File: src/fms_pkg.sv
// Shared types and constants for the fuzzy match scorer.
// Used by the interfaces and by every module of the block; no dependencies.
package fms_pkg;

  localparam int CHAR_W  = 16;
  localparam int SCORE_W = 12;
  localparam int POS_W   = 5;
  localparam int RUN_W   = 5;
  localparam int ADD_W   = 9;
  localparam int CFG_W   = 64;
  localparam int CIDX_W  = 2;
  localparam int QBYTES  = 16;

  localparam logic [ADD_W-1:0] FIRST_BONUS    = 9'd100;
  localparam logic [ADD_W-1:0] BOUNDARY_BONUS = 9'd50;
  localparam logic [ADD_W-1:0] RUN_WEIGHT     = 9'd10;

  typedef enum logic [CIDX_W-1:0] {
    REG_QUERY_LOW  = 2'd0,
    REG_QUERY_HIGH = 2'd1,
    REG_QUERY_LEN  = 2'd2
  } cfg_reg_t;

  typedef struct packed {
    logic [CHAR_W-1:0] text_char;
    logic              last_char;
  } char_item_t;

  typedef struct packed {
    logic [SCORE_W-1:0] match_score;
    logic               query_found;
  } result_t;

endpackage

File: src/fms_if.sv
// Handshake channels of the fuzzy match scorer: text characters in, scores out.
// Depends on fms_pkg for field widths.
interface fms_char_if;
  logic                       valid;
  logic                       ready;
  logic [fms_pkg::CHAR_W-1:0] text_char;
  logic                       last_char;

  modport source (output valid, output text_char, output last_char, input ready);
  modport sink   (input valid, input text_char, input last_char, output ready);
endinterface

interface fms_result_if;
  logic                        valid;
  logic                        ready;
  logic [fms_pkg::SCORE_W-1:0] match_score;
  logic                        query_found;

  modport source (output valid, output match_score, output query_found, input ready);
  modport sink   (input valid, input match_score, input query_found, output ready);
endinterface

File: src/fuzzy_match_scorer_unit.sv
// Fuzzy subsequence match scorer: one text character per cycle, one score per string;
// a last character waits until the result register is free. The result is loaded into
// the result register when the last character advances out of the input register (the
// input register feeds the result register through the score core).
// Reset (rst, synchronous) clears the query registers, per-string state and valids.
module fuzzy_match_scorer_unit #(
  parameter int QUERY_CHARS = 16,
  parameter int TEXT_CHARS  = 256
) (
  input  logic                       clk,
  input  logic                       rst,
  input  logic                       cfg_write,
  input  logic [fms_pkg::CIDX_W-1:0] cfg_index,
  input  logic [fms_pkg::CFG_W-1:0]  cfg_data,
  fms_char_if.sink                   char_in,
  fms_result_if.source               result_out
);

  logic                item_valid;
  fms_pkg::char_item_t item;
  fms_pkg::result_t    result;
  logic                out_free;
  logic                fire;

  // Advance a plain character at once; a last character waits for a free result slot
  assign fire = item_valid && (!item.last_char || out_free);

  fms_in_reg u_in_reg (
    .clk        (clk),
    .rst        (rst),
    .char_in    (char_in),
    .advance    (fire),
    .item_valid (item_valid),
    .item       (item)
  );

  fms_score_core #(
    .QUERY_CHARS (QUERY_CHARS),
    .TEXT_CHARS  (TEXT_CHARS)
  ) u_core (
    .clk       (clk),
    .rst       (rst),
    .cfg_write (cfg_write),
    .cfg_index (cfg_index),
    .cfg_data  (cfg_data),
    .fire      (fire),
    .item      (item),
    .result    (result)
  );

  fms_out_reg u_out_reg (
    .clk        (clk),
    .rst        (rst),
    .load       (fire && item.last_char),
    .result     (result),
    .free       (out_free),
    .result_out (result_out)
  );

endmodule

File: src/fms_in_reg.sv
// Input register of the scorer: holds one character until the core consumes it.
// Depends on fms_pkg and fms_char_if.
module fms_in_reg (
  input  logic                clk,
  input  logic                rst,
  fms_char_if.sink            char_in,
  input  logic                advance,
  output logic                item_valid,
  output fms_pkg::char_item_t item
);

  assign char_in.ready = !item_valid || advance;

  always_ff @(posedge clk) begin
    if (rst) begin
      item_valid <= 1'b0;
    end else if (char_in.ready) begin
      item_valid <= char_in.valid;
    end
  end

  always_ff @(posedge clk) begin
    if (char_in.valid && char_in.ready) begin
      item.text_char <= char_in.text_char;
      item.last_char <= char_in.last_char;
    end
  end

endmodule

File: src/fms_score_core.sv
// Query registers, per-string match state and the single-pass score update.
// Depends on fms_pkg.
module fms_score_core #(
  parameter int QUERY_CHARS = 16,
  parameter int TEXT_CHARS  = 256
) (
  input  logic                       clk,
  input  logic                       rst,
  input  logic                       cfg_write,
  input  logic [fms_pkg::CIDX_W-1:0] cfg_index,
  input  logic [fms_pkg::CFG_W-1:0]  cfg_data,
  input  logic                       fire,
  input  fms_pkg::char_item_t        item,
  output fms_pkg::result_t           result
);

  localparam int SEEN_W = $clog2(TEXT_CHARS + 1);
  localparam int CMP_W  = (SEEN_W > fms_pkg::SCORE_W) ? SEEN_W : fms_pkg::SCORE_W;

  logic [fms_pkg::CFG_W-1:0]   query_chars_low;
  logic [fms_pkg::CFG_W-1:0]   query_chars_high;
  logic [fms_pkg::POS_W-1:0]   query_length;

  logic [fms_pkg::POS_W-1:0]   query_position, query_position_next;
  logic [fms_pkg::SCORE_W-1:0] running_score, running_score_next;
  logic [fms_pkg::RUN_W-1:0]   consecutive_run, consecutive_run_next;
  logic                        previous_was_alnum, previous_was_alnum_next;
  logic [SEEN_W-1:0]           characters_seen, characters_seen_next;

  logic [fms_pkg::POS_W-1:0]   active_len;
  logic [2*fms_pkg::CFG_W-1:0] query_all;
  logic [7:0]                  query_byte;
  logic                        first_char;
  logic                        is_alnum;
  logic                        char_hit;
  logic [fms_pkg::RUN_W-1:0]   run_inc;
  logic [fms_pkg::ADD_W-1:0]   add;
  logic                        found;
  logic [CMP_W-1:0]            score_ext, seen_ext, diff;

  always_ff @(posedge clk) begin
    if (rst) begin
      query_chars_low  <= '0;
      query_chars_high <= '0;
      query_length     <= '0;
    end else if (cfg_write) begin
      case (fms_pkg::cfg_reg_t'(cfg_index))
        fms_pkg::REG_QUERY_LOW:  query_chars_low  <= cfg_data;
        fms_pkg::REG_QUERY_HIGH: query_chars_high <= cfg_data;
        fms_pkg::REG_QUERY_LEN:  query_length     <= cfg_data[fms_pkg::POS_W-1:0];
        default: ;
      endcase
    end
  end

  assign active_len = (query_length > fms_pkg::POS_W'(QUERY_CHARS))
                      ? fms_pkg::POS_W'(QUERY_CHARS) : query_length;
  assign query_all  = {query_chars_high, query_chars_low};
  assign query_byte = query_all[query_position[3:0]*8 +: 8];
  assign first_char = (characters_seen == '0);

  assign is_alnum = (item.text_char >= 16'h0030 && item.text_char <= 16'h0039) ||
                    (item.text_char >= 16'h0041 && item.text_char <= 16'h005A) ||
                    (item.text_char >= 16'h0061 && item.text_char <= 16'h007A);

  assign char_hit = (item.text_char == {8'h00, query_byte});
  assign run_inc  = consecutive_run + 1'b1;

  always_comb begin
    add = fms_pkg::ADD_W'(run_inc) * fms_pkg::RUN_WEIGHT;
    if (first_char) begin
      add = add + fms_pkg::FIRST_BONUS;
    end
    if (first_char || !previous_was_alnum) begin
      add = add + fms_pkg::BOUNDARY_BONUS;
    end
  end

  always_comb begin
    query_position_next  = query_position;
    running_score_next   = running_score;
    consecutive_run_next = consecutive_run;
    if (query_position < active_len) begin
      if (char_hit) begin
        consecutive_run_next = run_inc;
        running_score_next   = running_score + fms_pkg::SCORE_W'(add);
        query_position_next  = query_position + 1'b1;
      end else begin
        consecutive_run_next = '0;
      end
    end
    previous_was_alnum_next = is_alnum;
    characters_seen_next    = characters_seen;
    if (characters_seen != SEEN_W'(TEXT_CHARS)) begin
      characters_seen_next = characters_seen + 1'b1;
    end
  end

  // Final score from the updated state of the last character
  assign found     = (query_position_next >= active_len);
  assign score_ext = CMP_W'(running_score_next);
  assign seen_ext  = CMP_W'(characters_seen_next);
  assign diff      = score_ext - seen_ext;

  always_comb begin
    result.query_found = found;
    result.match_score = '0;
    if (found && score_ext > seen_ext) begin
      result.match_score = diff[fms_pkg::SCORE_W-1:0];
    end
  end

  always_ff @(posedge clk) begin
    if (rst || (fire && item.last_char)) begin
      query_position     <= '0;
      running_score      <= '0;
      consecutive_run    <= '0;
      previous_was_alnum <= 1'b0;
      characters_seen    <= '0;
    end else if (fire) begin
      query_position     <= query_position_next;
      running_score      <= running_score_next;
      consecutive_run    <= consecutive_run_next;
      previous_was_alnum <= previous_was_alnum_next;
      characters_seen    <= characters_seen_next;
    end
  end

endmodule

File: src/fms_out_reg.sv
// Result register of the scorer: holds one score until the sink takes it.
// Depends on fms_pkg and fms_result_if.
module fms_out_reg (
  input  logic             clk,
  input  logic             rst,
  input  logic             load,
  input  fms_pkg::result_t result,
  output logic             free,
  fms_result_if.source     result_out
);

  assign free = !result_out.valid || result_out.ready;

  always_ff @(posedge clk) begin
    if (rst) begin
      result_out.valid <= 1'b0;
    end else if (free) begin
      result_out.valid <= load;
    end
  end

  always_ff @(posedge clk) begin
    if (load && free) begin
      result_out.match_score <= result.match_score;
      result_out.query_found <= result.query_found;
    end
  end

endmodule

File: src/flat_wrapper.sv
// flat-port wrapper written by rule: the top's interface ports become plain ports
module fuzzy_match_scorer_unit_flat 
#(
  parameter int QUERY_CHARS = 16,
  parameter int TEXT_CHARS  = 256
)
  (clk, rst, cfg_write, cfg_index, cfg_data, char_in_valid, char_in_text_char, char_in_last_char, char_in_ready, result_out_valid, result_out_match_score, result_out_query_found, result_out_ready);
  fms_char_if char_in_i ();
  fms_result_if result_out_i ();
  input  logic clk;
  input  logic rst;
  input  logic cfg_write;
  input  logic [fms_pkg::CIDX_W-1:0] cfg_index;
  input  logic [fms_pkg::CFG_W-1:0] cfg_data;
  input wire logic [$bits(char_in_i.valid)-1:0] char_in_valid;
  input wire logic [$bits(char_in_i.text_char)-1:0] char_in_text_char;
  input wire logic [$bits(char_in_i.last_char)-1:0] char_in_last_char;
  output wire logic [$bits(char_in_i.ready)-1:0] char_in_ready;
  output wire logic [$bits(result_out_i.valid)-1:0] result_out_valid;
  output wire logic [$bits(result_out_i.match_score)-1:0] result_out_match_score;
  output wire logic [$bits(result_out_i.query_found)-1:0] result_out_query_found;
  input wire logic [$bits(result_out_i.ready)-1:0] result_out_ready;
  assign char_in_i.valid = char_in_valid;
  assign char_in_i.text_char = char_in_text_char;
  assign char_in_i.last_char = char_in_last_char;
  assign char_in_ready = char_in_i.ready;
  assign result_out_valid = result_out_i.valid;
  assign result_out_match_score = result_out_i.match_score;
  assign result_out_query_found = result_out_i.query_found;
  assign result_out_i.ready = result_out_ready;
  fuzzy_match_scorer_unit #(.QUERY_CHARS(QUERY_CHARS), .TEXT_CHARS(TEXT_CHARS)) u_core (.clk(clk), .rst(rst), .cfg_write(cfg_write), .cfg_index(cfg_index), .cfg_data(cfg_data), .char_in(char_in_i), .result_out(result_out_i));
endmodule
File: config.mk
export PLATFORM = sky130hd
export DESIGN_NAME = fuzzy_match_scorer_unit_flat
export DESIGN_NICKNAME = d
export VERILOG_FILES = /design/src/fms_pkg.sv /design/src/fms_if.sv /design/src/fuzzy_match_scorer_unit.sv /design/src/fms_in_reg.sv /design/src/fms_score_core.sv /design/src/fms_out_reg.sv /design/src/flat_wrapper.sv
export SDC_FILE = /design/constraint.sdc
export NUM_CORES = 1
export LEC_CHECK = 0
export BUFFER_PORTS_ARGS = -buffer_cell sky130_fd_sc_hd__buf_2
export CELL_PAD_IN_SITES_DETAIL_PLACEMENT = 1
export CELL_PAD_IN_SITES_GLOBAL_PLACEMENT = 2
export CORE_MARGIN = 5
export CORE_UTILIZATION = 37
export DETAILED_ROUTE_END_ITERATION = 12
export PLACE_DENSITY_LB_ADDON = 0.15
export SLEW_MARGIN = 20
export SYNTH_ARGS = -nofsm -noshare
export SYNTH_HDL_FRONTEND = slang
export SYNTH_HIERARCHICAL = 1
export SYNTH_SLANG_ARGS = --single-unit
File: constraint.sdc
create_clock -name clk -period 8.4 [get_ports clk]
set_input_delay 0.42 -clock clk [delete_from_list [all_inputs] [get_ports clk]]
set_output_delay 0.42 -clock clk [all_outputs]
set_load 0.01 [all_outputs]
; Yosys cells after proc, flatten, opt, wreduce, memory -nomap -nowiden
; Cells that the tools add are included.
; Widths: inputs -> output; s select.
[word_totals]
latchBits = 0
output_inout_bits = 15
romBits = 0
word_cells = 71
in_bits = 88
ff_bits = 197
n_memories = 0
ramBits = 0
[op_classes]
n_reduce_logical = 25
eq_ne = 4
bitwise = 0
n_div = 0
shifts = 1
n_lt_le_gt_ge = 10
add_sub_neg = 7
muxes = 9
mul = 1
[ops]
columns = operator, n
row1 = $shiftx 128x8->8, 1
row2 = $ge 16x7->1 const B, 2
row3 = $le 16x7->1 const B, 2
row4 = $mux 9, 3
row5 = $mux 12, 2
row6 = $mux 5, 4
row7 = $eq 16x8->1, 1
row8 = $ge 16x6->1 const B, 1
row9 = $le 16x6->1 const B, 1
row10 = $add 12x9->12, 1
row11 = $gt 12x9->1, 1
row12 = $sub 12x9->12, 1
row13 = $add 5x1->5 const B, 2
row14 = $add 9x1->9 const B, 1
row15 = $add 9x6->9 const B, 1
row16 = $add 9x7->9 const B, 1
row17 = $logic_not 9->1, 1
row18 = $ne 9x9->1 const B, 1
row19 = $logic_and 1x1->1, 8
row20 = $mul 5x3->8 const B, 1
row21 = $reduce_and 2->1, 4
row22 = $logic_or 1x1->1, 7
row23 = $ge 5x5->1, 1
row24 = $gt 5x5->1 const B, 1
row25 = 5 further kinds, 8

; Depth between registers and ports, before layout
; Gate-level depths: netlist (run 1).
[logic_depth]
ltp_word = 11
ltp_mapped = 27
mapped_depth_nobuf = 26

; Modules after synthesis
; The synthesis (run 1) kept the hierarchy.
[modules_own_cells]
columns = module, seq_area_each_um2, n_inst, cells_each, area_each_um2
row1 = fms_score_core, 3283.1, 1, 1071, 8894.8
row2 = fms_in_reg, 530.5, 1, 22, 565.5
row3 = fms_out_reg, 410.4, 1, 18, 445.4
row4 = fuzzy_match_scorer_unit, 0.0, 1, 3, 18.8

; Least setup slack after synthesis (run 1)
; No wires, ideal clock.
[synth_path]
path_type = reg-to-reg
from = reg u_core.u_core.characters_seen[0]
to = reg u_core.u_out_reg.result_out.match_score[10] (data pin)
setup_ns = 0.255
required_ns = 8.145
arrival_ns = 5.700
slack_ns = 2.445
path_buffers = 1
path_stages_with_launch = 26
synth_period_minus_slack_ns = 5.955
path_cell_list = dfxtp_1 > inv_1 > ha_1 > or4b_2 > or4_1 > or2_2 > clkbuf_1 > xnor2_1 > ha_1 > mux2_2 > ha_1 > a21o_1 > a21oi_1 > nor2b_1 > o31ai_1 > a21boi_0 > mux2_2 > ha_1 > inv_1 > nor2_1 > a21o_1 > a21o_1 > a21o_1 > o2111a_1 > or4_1 > and3_1
[synth_between]
elab_chain_cells = 9
elab_cells_between_ends = 14
classes_between = add/sub: 4 / order compare: 1 / eq/ne: 1 / mux: 5 / reduce/logical: 3
[synth_lines]
columns = item, line
row1 = from (decl), fms_score_core.sv:28  ; logic [SEEN_W-1:0] characters_seen, characters_seen_next;
row2 = from (signal assigned), fms_score_core.sv:125  ; characters_seen <= characters_seen_next;
row3 = $logic_not 9->1 *, fms_score_core.sv:60  ; assign first_char = (characters_seen == '0);
row4 = $mux 9, fms_score_core.sv:71  ; if (first_char) begin
row5 = $add 9x6->9, fms_score_core.sv:75  ; add = add + fms_pkg::BOUNDARY_BONUS;
row6 = $mux 9 *, fms_score_core.sv:74  ; if (first_char || !previous_was_alnum) begin
row7 = $add 12x9->12 *, fms_score_core.sv:86  ; running_score_next = running_score + fms_pkg::SCORE_W'(add);
row8 = $mux 12 *, fms_score_core.sv:84  ; if (char_hit) begin
row9 = $mux 12 *, fms_score_core.sv:83  ; if (query_position < active_len) begin
row10 = named net u_core.u_core.running_score_next (one bit), fms_score_core.sv:25  ; logic [fms_pkg::SCORE_W-1:0] running_score, running_score_next;
row11 = $gt 12x9->1, fms_score_core.sv:108  ; if (found && score_ext > seen_ext) begin
row12 = $logic_and 1x1->1, fms_score_core.sv:108
row13 = to (decl), fms_if.sv:19  ; modport source (output valid, output match_score, output query_found, input ready);
; The timed path passes the listed nets; every way through them passes the cells marked *.
; A chain may end at the register's enable or synchronous reset.

; Final worst setup path (run 1)
; Same ends and word-level chain as after synthesis.

==> key figures, run 1 <==
Run status
  • Status: finished, final reports clean

Placed design
  • Hpwl dp: 19400 um
  • I/O Buffers: 102
  • Cells after DPL: 1499
  • Placer Congestion: 0.775

Die
  • Initial Util: 0.372
  • Die area: 30200 um^2
  • Core Area: 26700 um^2
  • Die W: 174 um
  • Die H: 174 um
  • I/O Pins: 103
  • Placement Rows: 60

Critical path
  • CP bufs+invs: 2
  • Critical path data required time: 8.70 ns
  • CP Capture Type: register
  • WS Path Type: register to register
  • Levels on crit path: 24
  • Critical Path Start: u_core/u_core/characters_seen[0]$_SDFFE_PP0P_
  • Arr. time, crit path: 6.77 ns
  • CP Max Fanout: 12
  • R2r worst-path depth: 24
  • Reg2reg setup slack: 1.93 ns
  • Critical R2R Capture: u_core/u_out_reg/result_out.match_score[10]$_DFFE_PP_
  • Worst r2r src: u_core/u_core/characters_seen[0]$_SDFFE_PP0P_
  • Worst path cell trace: inv_1 > ha_1 > or4b_2 > or4_1 > or2_2 > xnor2_1 > ha_1 > mux2_2 > ha_1 > a21o_1 > a21oi_1 > nor2b_1 > o31ai_1 > a21boi_0 > mux2_2 > ha_1 > inv_1 > nor2_1 > a21o_1 > a21o_1 > a21o_1 > o21ai_0 > a31oi_1 > and3_1
  • Top Family by Delay on Critical Path: compound AO/OA/AOI/OAI gates
  • Slowest-stage cell, CP: a31oi_1
  • Crit path to: u_core/u_out_reg/result_out.match_score[10]$_DFFE_PP_
  • CP peak stage delay: 0.67 ns
  • Crit path launch type: register

Logic synthesis
  • Post-synthesis compound-gate area fraction: 0.122
  • Sequential-to-total area share from yosys stat: 0.426
  • Yosys reg bits: 196
  • Post-synth EDFFs: 30
  • Syn. warnings: 6
  • Adder-cell area share of the yosys netlist: 0.0537
  • Synthesized area: 9920 um^2
  • Post-synth top flop: dfxtp_1
  • Simple-gate share of the synthesized area: 0.189
  • Post-synthesis async set-or-reset flop share: 0
  • Mapped Avg Cell Area: 8.91 um^2
  • Syn Nets: 1242
  • XOR/XNOR Fraction of Synth Area: 0.0582
  • Mapped Cells: 1114
  • Largest family of logic cells by synthesized area: simple AND/OR/NAND/NOR gates
  • Cell variety after synth: 63
  • Multiplexer share of the synthesized area: 0.115

Cells and area
  • Final net count: 1305
  • Layout cells sized above 1: 0.175
  • Most frequent cells in the layout: nand2_1, dfxtp_1, a21oi_1
  • Antenna diode count: 0
  • Layout Cells excl Fill: 1531
  • Commonest non-fill, non-tap cell in the layout: nand2_1
  • P&R area growth vs syn: 13.7%

Detailed routing
  • # DRC: 0
  • Vias/cell: 5.19
  • Drt first pass iters: 4
  • Avg WL per Cell: 18.2 um
  • Initial drt markers: 288
  • DRT Wirelength: 27900 um
  • Vias: 7942
  • Antenna-violating nets left: 0

Clocking
  • Total CTS buffers: 17
  • CTS H-tree depth: 4
  • Root Driver: clkbuf_16
  • CTS tree: yes
  • CTS max path bufs: 2
  • Worst skew pair latency: 0.45 ns
  • CTS Hold Bufs: 0
  • Post-CTS setup buffer count: 0
  • Clock sinks: 196
  • Clock transition at the registers of the reported paths: 0.08 ns
  • Cts repair resizes: 0

Hold path
  • Hold Path Depth: 1
  • Worst hold path class: primary input to register

Run
  • # Max-Cap Violations: 0

Global route
  • Met2 usage: 0.319
  • Initial antenna violation count: 0
  • Total gr overflow: 0
  • Most used routing layer: met2
  • Number of global-route vias before repair: 8339
  • Met1 Usage GRT: 0.248
  • First-pass GRT wire length: 45400 um
  • Gr usage total: 0.185
  • Largest net degree at the start of global routing: 92
  • GR Util met3: 0.0288

Timing
  • Final setup viols: 0
  • Slew Viols, Final: 0
  • Slew margin rel.: 0.313
  • Final period util: 0.770
  • Max Fclk: 0.155 GHz
  • Final Skew: 0.0248 ns
  • Setup TNS: 0 ns
  • Slew @ Worst Pin: 1.03 ns
  • Crit path time final: 6.47 ns
  • Final Hold Viols: 0
  • Unrepaired setup endpoints after global routing: false

Pwr
  • Pwr per Cell Area: 184 nW/um^2
  • Max VDD drop: 123 uV
  • Leakage: 0.00425 uW
per-layer routing:
metal,vias up,wire length (um)
met5,-,0
met4,0,327
met3,20,668
met2,80,13900
met1,3895,13000
li1,3947,-
state kept, by name, indices dropped and copies added (netlist names), 5 cells and up:
signal,cells
u_core/u_core/query_position,5
u_core/u_in_reg/item,17
u_core/u_core/characters_seen,9
u_core/u_core/consecutive_run,5
u_core/u_core/query_chars_high,64
u_core/u_core/query_chars_low,64
u_core/u_core/running_score,11
u_core/u_out_reg/result_out.match_score,12
u_core/u_core/query_length,5
Yosys cell counts (2+ instances only):
| cell type | count | area (um^2) |
|---|---|---|
| mux2_2 | 11 | 124 |
| nand2b_4 | 2 | 27.5 |
| a31oi_1 | 3 | 18.8 |
| a211oi_1 | 4 | 30.0 |
| o22ai_1 | 2 | 12.5 |
| fa_1 | 3 | 60.1 |
| xor2_1 | 27 | 236 |
| and2_4 | 2 | 17.5 |
| nand4_1 | 9 | 56.3 |
| nand3b_1 | 2 | 15.0 |
| nor2b_1 | 7 | 43.8 |
| a22oi_1 | 5 | 37.5 |
| and3_1 | 6 | 37.5 |
| or4_1 | 2 | 15.0 |
| o21ai_0 | 18 | 90.1 |
| o41ai_1 | 2 | 17.5 |
| buf_2 | 7 | 35.0 |
| nor2_1 | 62 | 233 |
| mux2i_1 | 27 | 270 |
| xnor2_1 | 39 | 342 |
| ha_1 | 37 | 463 |
| o21bai_1 | 2 | 15.0 |
| or2_2 | 4 | 25.0 |
| edfxtp_1 | 30 | 901 |
| o31ai_1 | 5 | 37.5 |
| nand3_1 | 13 | 65.1 |
| a21oi_1 | 150 | 751 |
| a21o_1 | 8 | 60.1 |
| o21a_1 | 4 | 30.0 |
| buf_1 | 7 | 26.3 |
| inv_1 | 20 | 75.1 |
| a21boi_1 | 2 | 15.0 |
| clkbuf_1 | 53 | 199 |
| nor3b_1 | 2 | 15.0 |
| dfxtp_1 | 166 | 3320 |
| buf_6 | 2 | 22.5 |
| and2_1 | 10 | 62.6 |
| nor4_1 | 5 | 31.3 |
| nand2b_1 | 5 | 31.3 |
| a21oi_2 | 2 | 17.5 |
| nand2_1 | 285 | 1070 |
| nor3_1 | 9 | 45.0 |
| mux4_2 | 33 | 743 |
how the worst min path moves through the flow:
stage                                                     from                                               to  slack, ns
2_1_floorplan  u_core/u_core/query_chars_high[46]$_SDFFE_PP0P_  u_core/u_core/query_chars_high[46]$_SDFFE_PP0P_       0.43
3_5_place_dp    u_core/u_core/query_chars_low[30]$_SDFFE_PP0P_   u_core/u_core/query_chars_low[30]$_SDFFE_PP0P_       0.45
5_1_grt                                   char_in_text_char[8]                u_core/u_in_reg/item[9]$_DFFE_PP_       0.13
3_3_place_gp    u_core/u_core/query_chars_low[35]$_SDFFE_PP0P_   u_core/u_core/query_chars_low[35]$_SDFFE_PP0P_       0.44
6_report                                  char_in_text_char[4]                u_core/u_in_reg/item[5]$_DFFE_PP_       0.16
4_1_cts                                   char_in_text_char[4]                u_core/u_in_reg/item[5]$_DFFE_PP_       0.13
cell families (layout without fill, tap and decap cells):
kind of cell             after synthesis  in the layout
multiplexers                          71             71
AO/OA/AOI/OAI                        215            215
buffers and inverters                 90            166
flip-flops                           196            196
adder cells (fa/ha/maj)               41             41
XOR/XNOR                              66             66
AND/OR/NAND/NOR                      435            435
stage by stage:
stage	utilization	cell area [um^2]	setup WS [ns]	hold slack [ns]	total power (uW)
floorplan	-	9920	2.45	0.433	1170
global placement	0.401	10700	2.09	0.440	1250
detailed placement	0.401	10700	1.96	0.447	1250
CTS	0.424	11300	1.82	0.134	2110
global route	0.424	11300	1.45	0.135	2170
finish	0.424	11300	1.93	0.158	2070
power breakdown:
part	total, uW	switching [uW]	internal [uW]
clock	844	435	409
sequential	1010	19.8	986
combinational	223	130	92.7
total	2070	586	1490
cell type report:
class,count,area (um^2)
clock inverters,14,183
fillers,3117,15400
clock buffers,18,429
inverters,20,75.1
repair buffers,114,603
flip-flops and latches,196,4230
multi-input cells,828,5350
well taps,341,427
No activity file was read; power rests on OpenSTA's default activity.
==> run 2, diff against run 1 <==
- ABC_AREA: default -> 1
- CORE_UTILIZATION: 37 -> 30
- clock period: 8.4 -> 5.5 ns (I/O delays scaled with it)
==> key figures, run 2 <==
Detailed routing
  • DRT Wirelength: 32600 um
  • # DRC: 0
  • Drt first pass iters: 4
  • Routed wl met3: 882 um
  • Vias: 9567
  • Metal1 wirelength: 16700 um
  • Antenna-violating nets left: 0
  • Vias/cell: 4.71
  • Routed length on met2: 14700 um
  • Initial drt markers: 336
  • Avg WL per Cell: 16.0 um
  • Max layer used: met4

Pwr
  • Max VDD drop: 221 uV
  • Leakage: 0.00537 uW
  • Pwr per Cell Area: 286 nW/um^2
  • Total power: 3470 uW

Die
  • Die H: 196 um
  • Placement Rows: 68
  • I/O Pins: 103
  • Initial Util: 0.303
  • Die W: 196 um
  • Die area: 38600 um^2
  • Core Area: 34400 um^2

Global route
  • Number of global-route vias before repair: 9653
  • First-pass GRT wire length: 52300 um
  • Gr usage total: 0.170
  • Total gr overflow: 0
  • Largest net degree at the start of global routing: 83
  • Initial antenna violation count: 0

Run status
  • Status: finished, final reports clean

Timing
  • Final Skew: 0.0144 ns
  • Slew @ Worst Pin: 0.927 ns
  • Slew Viols, Final: 0
  • Worst hold margin: 0.0285 ns
  • Final Hold Viols: 0
  • Final WS setup: 0.384 ns
  • Slew margin rel.: 0.382
  • Setup TNS: 0 ns
  • Final period util: 0.930
  • Max Fclk: 0.195 GHz
  • Crit path time final: 5.12 ns
  • Final setup viols: 0

Critical path
  • CP Capture Type: register
  • CP Max Fanout: 4
  • Critical Path Start: u_core/u_core/consecutive_run[0]$_SDFFE_PP0P_
  • Critical path data required time: 5.70 ns
  • WS Path Type: register to register
  • Crit path launch type: register
  • Worst r2r src: u_core/u_core/consecutive_run[0]$_SDFFE_PP0P_
  • Slowest-stage cell, CP: fa_1
  • Critical Path Most Common Cell: nand2_1
  • CP peak stage delay: 0.53 ns
  • Arr. time, crit path: 5.31 ns

Cells and area
  • Most frequent cells in the layout: nand2_1, inv_1, o21ai_0
  • Final net count: 1693
  • Commonest non-fill, non-tap cell in the layout: nand2_1
  • Fin area: 12100 um^2
  • Biggest regs: u_core/u_core/query_chars_high x64, u_core/u_core/query_chars_low x64, u_core/u_in_reg/item x17
  • P&R area growth vs syn: 16.5%
  • Layout cells sized above 1: 0.121
  • Antenna diode count: 0

Logic synthesis
  • Simple-gate share of the synthesized area: 0.220
  • Post-synth top flop: dfxtp_1
  • Ranking of synthesized cells by area: dfxtp_1, nand2_1, o21ai_0, edfxtp_1, inv_1
  • Post-synthesis async set-or-reset flop share: 0
  • Mapped Avg Cell Area: 7.03 um^2
  • Post-synth EDFFs: 30
  • Synthesized area: 10400 um^2
  • Sequential-to-total area share from yosys stat: 0.405
  • Syn. warnings: 6
  • Syn Nets: 1610
  • XOR/XNOR Fraction of Synth Area: 0.0336
  • Synth cell count leaders: nand2_1, inv_1, o21ai_0, nor2_1, dfxtp_1
  • Top-count cell post-synth: nand2_1
  • Multiplexer share of the synthesized area: 0.000961
  • Yosys top cell area share: 0.319
  • Post-synthesis compound-gate area fraction: 0.177
  • Largest family of logic cells by synthesized area: simple AND/OR/NAND/NOR gates
  • Cell variety after synth: 41
  • Yosys reg bits: 196
  • Adder-cell area share of the yosys netlist: 0.0502
  • Yosys top cell by area: dfxtp_1
  • Mapped Cells: 1482

Hold path
  • Min-delay src: char_in_text_char[0]
  • Worst hold path class: primary input to register

Clocking
  • Worst skew pair latency: 0.45 ns
  • Total CTS buffers: 17
  • CTS tree: yes
  • CTS max path bufs: 2
  • Clock transition at the registers of the reported paths: 0.07 ns
  • CTS H-tree depth: 4
  • Clock sinks: 196
  • Root Driver: clkbuf_16

Placed design
  • Worst slack at placement: 0.102 ns
  • Placer Congestion: 0.796
  • Hpwl dp: 23100 um
  • I/O Buffers: 102
  • Area of placed instances: 11300 um^2

Run
  • # Max-Cap Violations: 0
-- run 2: changes by cell type after synthesis, moves of 8 or more --
cell	before	now
inv_2	0	8
mux4_2	33	0
mux2_2	11	0
nor2_1	62	179
o21ai_0	18	188
mux2i_1	27	1
nand3_1	13	99
xnor2_1	39	9
buf_4	1	13
inv_1	20	202
nand2_1	285	260
and2_1	10	1
-- run 2: cell families after synthesis --
kind of cell | after synthesis
and+or+nand+nor | 562
AOI/OAI and AO/OA | 357
buffers and inverters | 286
DFF | 196
xor gates and xnor gates | 40
adders and majority gates | 40
muxes | 1
-- run 2: layout make-up --
class,count,area (um^2)
Inverter,212,798
Timing Repair Buffer,137,826
Sequential cell,196,4230
Multi-Input combinational cell,1001,5140
Fill cell,4357,22200
Tap cell,455,569
Clock buffer,25,507
Clock inverter,7,61.3
-- run 2: report_power, final --
part | internal, uW | switching [uW] | total [uW]
sequential | 1540 | 36.7 | 1580
combinational | 236 | 414 | 651
clock | 653 | 585 | 1240
-- run 2: worst max-delay path, delay by kind of cell (launching register included) --
| kind | cells | cell delay, ns |
|---|---|---|
| flops | 1 | 0.37 |
| fa+ha+maj | 4 | 1.39 |
| simple gates | 12 | 1.09 |
| compound gates | 7 | 1.00 |
| xor+xnor | 3 | 0.56 |
| buf+inv | 5 | 0.44 |
-- run 2: final timing paths --
| kind | to | slack (ns) | depth (start not counted) |
|---|---|---|---|
| setup / recovery | u_core/u_out_reg/result_out.match_score[11]$_DFFE_PP_ | 0.38 | 31 |
| hold / removal | u_core/u_in_reg/item[1]$_DFFE_PP_ | 0.03 | 1 |
| setup reg to reg | u_core/u_out_reg/result_out.match_score[11]$_DFFE_PP_ | 0.38 | 31 |
| hold reg to reg | u_core/u_core/query_chars_low[58]$_SDFFE_PP0P_ | 0.45 | 2 |
-- run 2: metrics by stage --
| stage | utilization | cells |
|---|---|---|
| 2_1_floorplan | - | 1482 |
| 3_3_place_gp | 0.329 | 1983 |
| 3_5_place_dp | 0.329 | 1983 |
| 4_1_cts | 0.350 | 2031 |
| 5_1_grt | 0.353 | 2033 |
| 6_report | 0.353 | 2033 |
-- run 2: what timing repair did --
item	4_1_cts	5_1_grt
hold endpoints to repair	16	0
resized for setup	0	19
setup endpoints to repair	0	12
setup buffers	0	1
hold buffers	16	0
-- run 2: metal layers --
| layer | vias up | track usage |
|---|---|---|
| met4 | 0 | 0.0398 |
| met3 | 20 | 0.0250 |
| li1 | 4919 | - |
| met1 | 4522 | 0.240 |
| met5 | - | 0 |
| met2 | 106 | 0.275 |
==> run 3, diff against run 2 <==
- ABC_AREA: 1 -> default
- CORE_UTILIZATION: 30 -> 33
==> key figures, run 3 (same netlist as run 1, synthesis figures left out) <==
Pwr
  • Cell-internal power: 2370 uW
  • Leakage: 0.00453 uW
  • Psw: 838 uW
  • Switching Fraction: 0.262
  • Max VDD drop: 211 uV
  • Clock power frac: 0.393
  • Comb pwr share: 0.128
  • Pwr per Cell Area: 267 nW/um^2
  • Reg power frac: 0.479

Critical path
  • Critical path data required time: 5.69 ns
  • Worst path cell trace: inv_2 > ha_1 > or4b_4 > or4_4 > or2_4 > xnor2_2 > ha_2 > mux2_4 > ha_4 > a21o_1 > a21oi_4 > nor2b_4 > o31ai_4 > a21boi_2 > mux2_4 > ha_4 > inv_2 > nor2_2 > a21o_1 > a21o_1 > a21o_1 > o2111a_1 > or4_1 > and3_1
  • Critical Path Most Common Cell: a21o_1
  • Top Family by Delay on Critical Path: simple AND/OR/NAND/NOR gates
  • Slowest-stage cell, CP: or4b_4
  • CP Max Fanout: 3
  • Arr. time, crit path: 5.66 ns
  • CP peak stage delay: 0.45 ns
  • CP bufs+invs: 2
  • WS Path Type: register to register
  • CP Capture Type: register
  • Crit path launch type: register

Global route
  • Total gr overflow: 0
  • Largest net degree at the start of global routing: 91
  • Number of global-route vias before repair: 8500
  • Gr usage total: 0.174
  • First-pass GRT wire length: 46500 um
  • Initial antenna violation count: 0

Clocking
  • Clock transition at the registers of the reported paths: 0.07 ns
  • Clock sinks: 196
  • Root Driver: clkbuf_16
  • Worst skew pair latency: 0.44 ns
  • CTS tree: yes
  • CTS H-tree depth: 4
  • CTS max path bufs: 2
  • Total CTS buffers: 17

Detailed routing
  • Vias: 8114
  • Initial drt markers: 340
  • Drt first pass iters: 4
  • Antenna-violating nets left: 0
  • # DRC: 0
  • DRT Wirelength: 29100 um
  • Avg WL per Cell: 17.8 um
  • Vias/cell: 4.97

Timing
  • Slew Viols, Final: 0
  • Final Skew: 0.0138 ns
  • Final Hold Viols: 0
  • Setup TNS: 0 ns
  • Final setup viols: 0
  • Slew @ Worst Pin: 0.992 ns
  • Final period util: 0.994
  • Final WS setup: 0.0326 ns
  • Unrepaired setup endpoints after global routing: true
  • Max Fclk: 0.183 GHz
  • Crit path time final: 5.47 ns
  • Slew margin rel.: 0.338

Die
  • Die W: 183 um
  • Die H: 183 um
  • Initial Util: 0.335
  • Core Area: 29600 um^2
  • I/O Pins: 103
  • Placement Rows: 63
  • Die area: 33600 um^2

Cells and area
  • Antenna diode count: 0
  • Most frequent cells in the layout: nand2_1, dfxtp_1, a21oi_1
  • Layout cells sized above 1: 0.234
  • Layout Cells excl Fill: 1631
  • Commonest non-fill, non-tap cell in the layout: nand2_1
  • Biggest regs: u_core/u_core/query_chars_high x64, u_core/u_core/query_chars_low x64, u_core/u_in_reg/item x17
  • Final net count: 1356
  • P&R area growth vs syn: 21.0%

Run status
  • Status: finished, final reports clean

Placed design
  • Cells after DPL: 1589
  • Placer Congestion: 0.790
  • Hpwl dp: 20300 um
  • Worst slack at placement: -0.212 ns
  • I/O Buffers: 102

Hold path
  • Worst hold path class: primary input to register

Run
  • # Max-Cap Violations: 0
[run 3: cell types whose count changed in the layout (fill, tap and decap cells not counted), sizes merged, moves of 26 or more]
cell,before,now
buf,121,157
xnor2,9,39
nand3,99,13
nor2,182,62
mux2i,1,27
mux4,0,33
inv,215,25
o21ai,189,19
[run 3: area by class of cell]
type / instances / area [um^2]
Fill cell: 3484 / 17600
Multi-Input combinational cell: 828 / 5580
Sequential cell: 196 / 4230
Timing Repair Buffer: 165 / 1050
Tap cell: 390 / 488
Clock buffer: 20 / 468
Clock inverter: 12 / 118
Inverter: 20 / 75.1
[run 3: worst paths after layout]
kind                                                       start                                                     to  slack, ns  cells past startpoint
setup / recovery   u_core/u_core/characters_seen[0]$_SDFFE_PP0P_  u_core/u_out_reg/result_out.match_score[10]$_DFFE_PP_       0.03                     24
hold / removal                             char_in_text_char[14]                     u_core/u_in_reg/item[15]$_DFFE_PP_       0.03                      1
setup reg to reg   u_core/u_core/characters_seen[0]$_SDFFE_PP0P_  u_core/u_out_reg/result_out.match_score[10]$_DFFE_PP_       0.03                     24
hold reg to reg   u_core/u_core/query_chars_low[40]$_SDFFE_PP0P_         u_core/u_core/query_chars_low[40]$_SDFFE_PP0P_       0.45                      2
[run 3: per-stage QoR]
stage          instance area, um^2  utilization  hold WS, ns  total power, uW
6_report                     12000        0.405       0.0298             3200
5_1_grt                      12000        0.405     0.000407             3360
4_1_cts                      11900        0.402      0.00369             3250
3_5_place_dp                 11100        0.376        0.447             1960
3_3_place_gp                 11100        0.376        0.441             1950
2_1_floorplan                10000            -        0.337             1800
[run 3: power groups by stage]
stage               Sequential, uW  Clock [uW]  Combinational, uW
floorplan                     1560           0                243
CTS                           1530        1310                410
global placement              1570           0                386
finish                        1530        1260                410
detailed placement            1570           0                391
global route                  1540        1360                458
[run 3: timing repair]
| action | 4_1_cts | 5_1_grt |
|---|---|---|
| hold buffers | 8 | 0 |
| pin swaps | 16 | 4 |
| endpoints found under the hold margin | 8 | 0 |
| gates resized for setup | 22 | 17 |
| endpoints found under the setup margin | 12 | 12 |
| buffers inserted | 1 | 1 |
[run 3: layer usage]
metal / wire [um] / share of wire / vias up / GRT usage
li1: - / - / 4058 / -
met1: 13500 / 0.46 / 3957 / 0.228
met2: 14600 / 0.50 / 86 / 0.305
met3: 716 / 0.025 / 13 / 0.0287
met4: 250 / 0.0086 / 0 / 0.0313
met5: 0 / 0 / - / 0
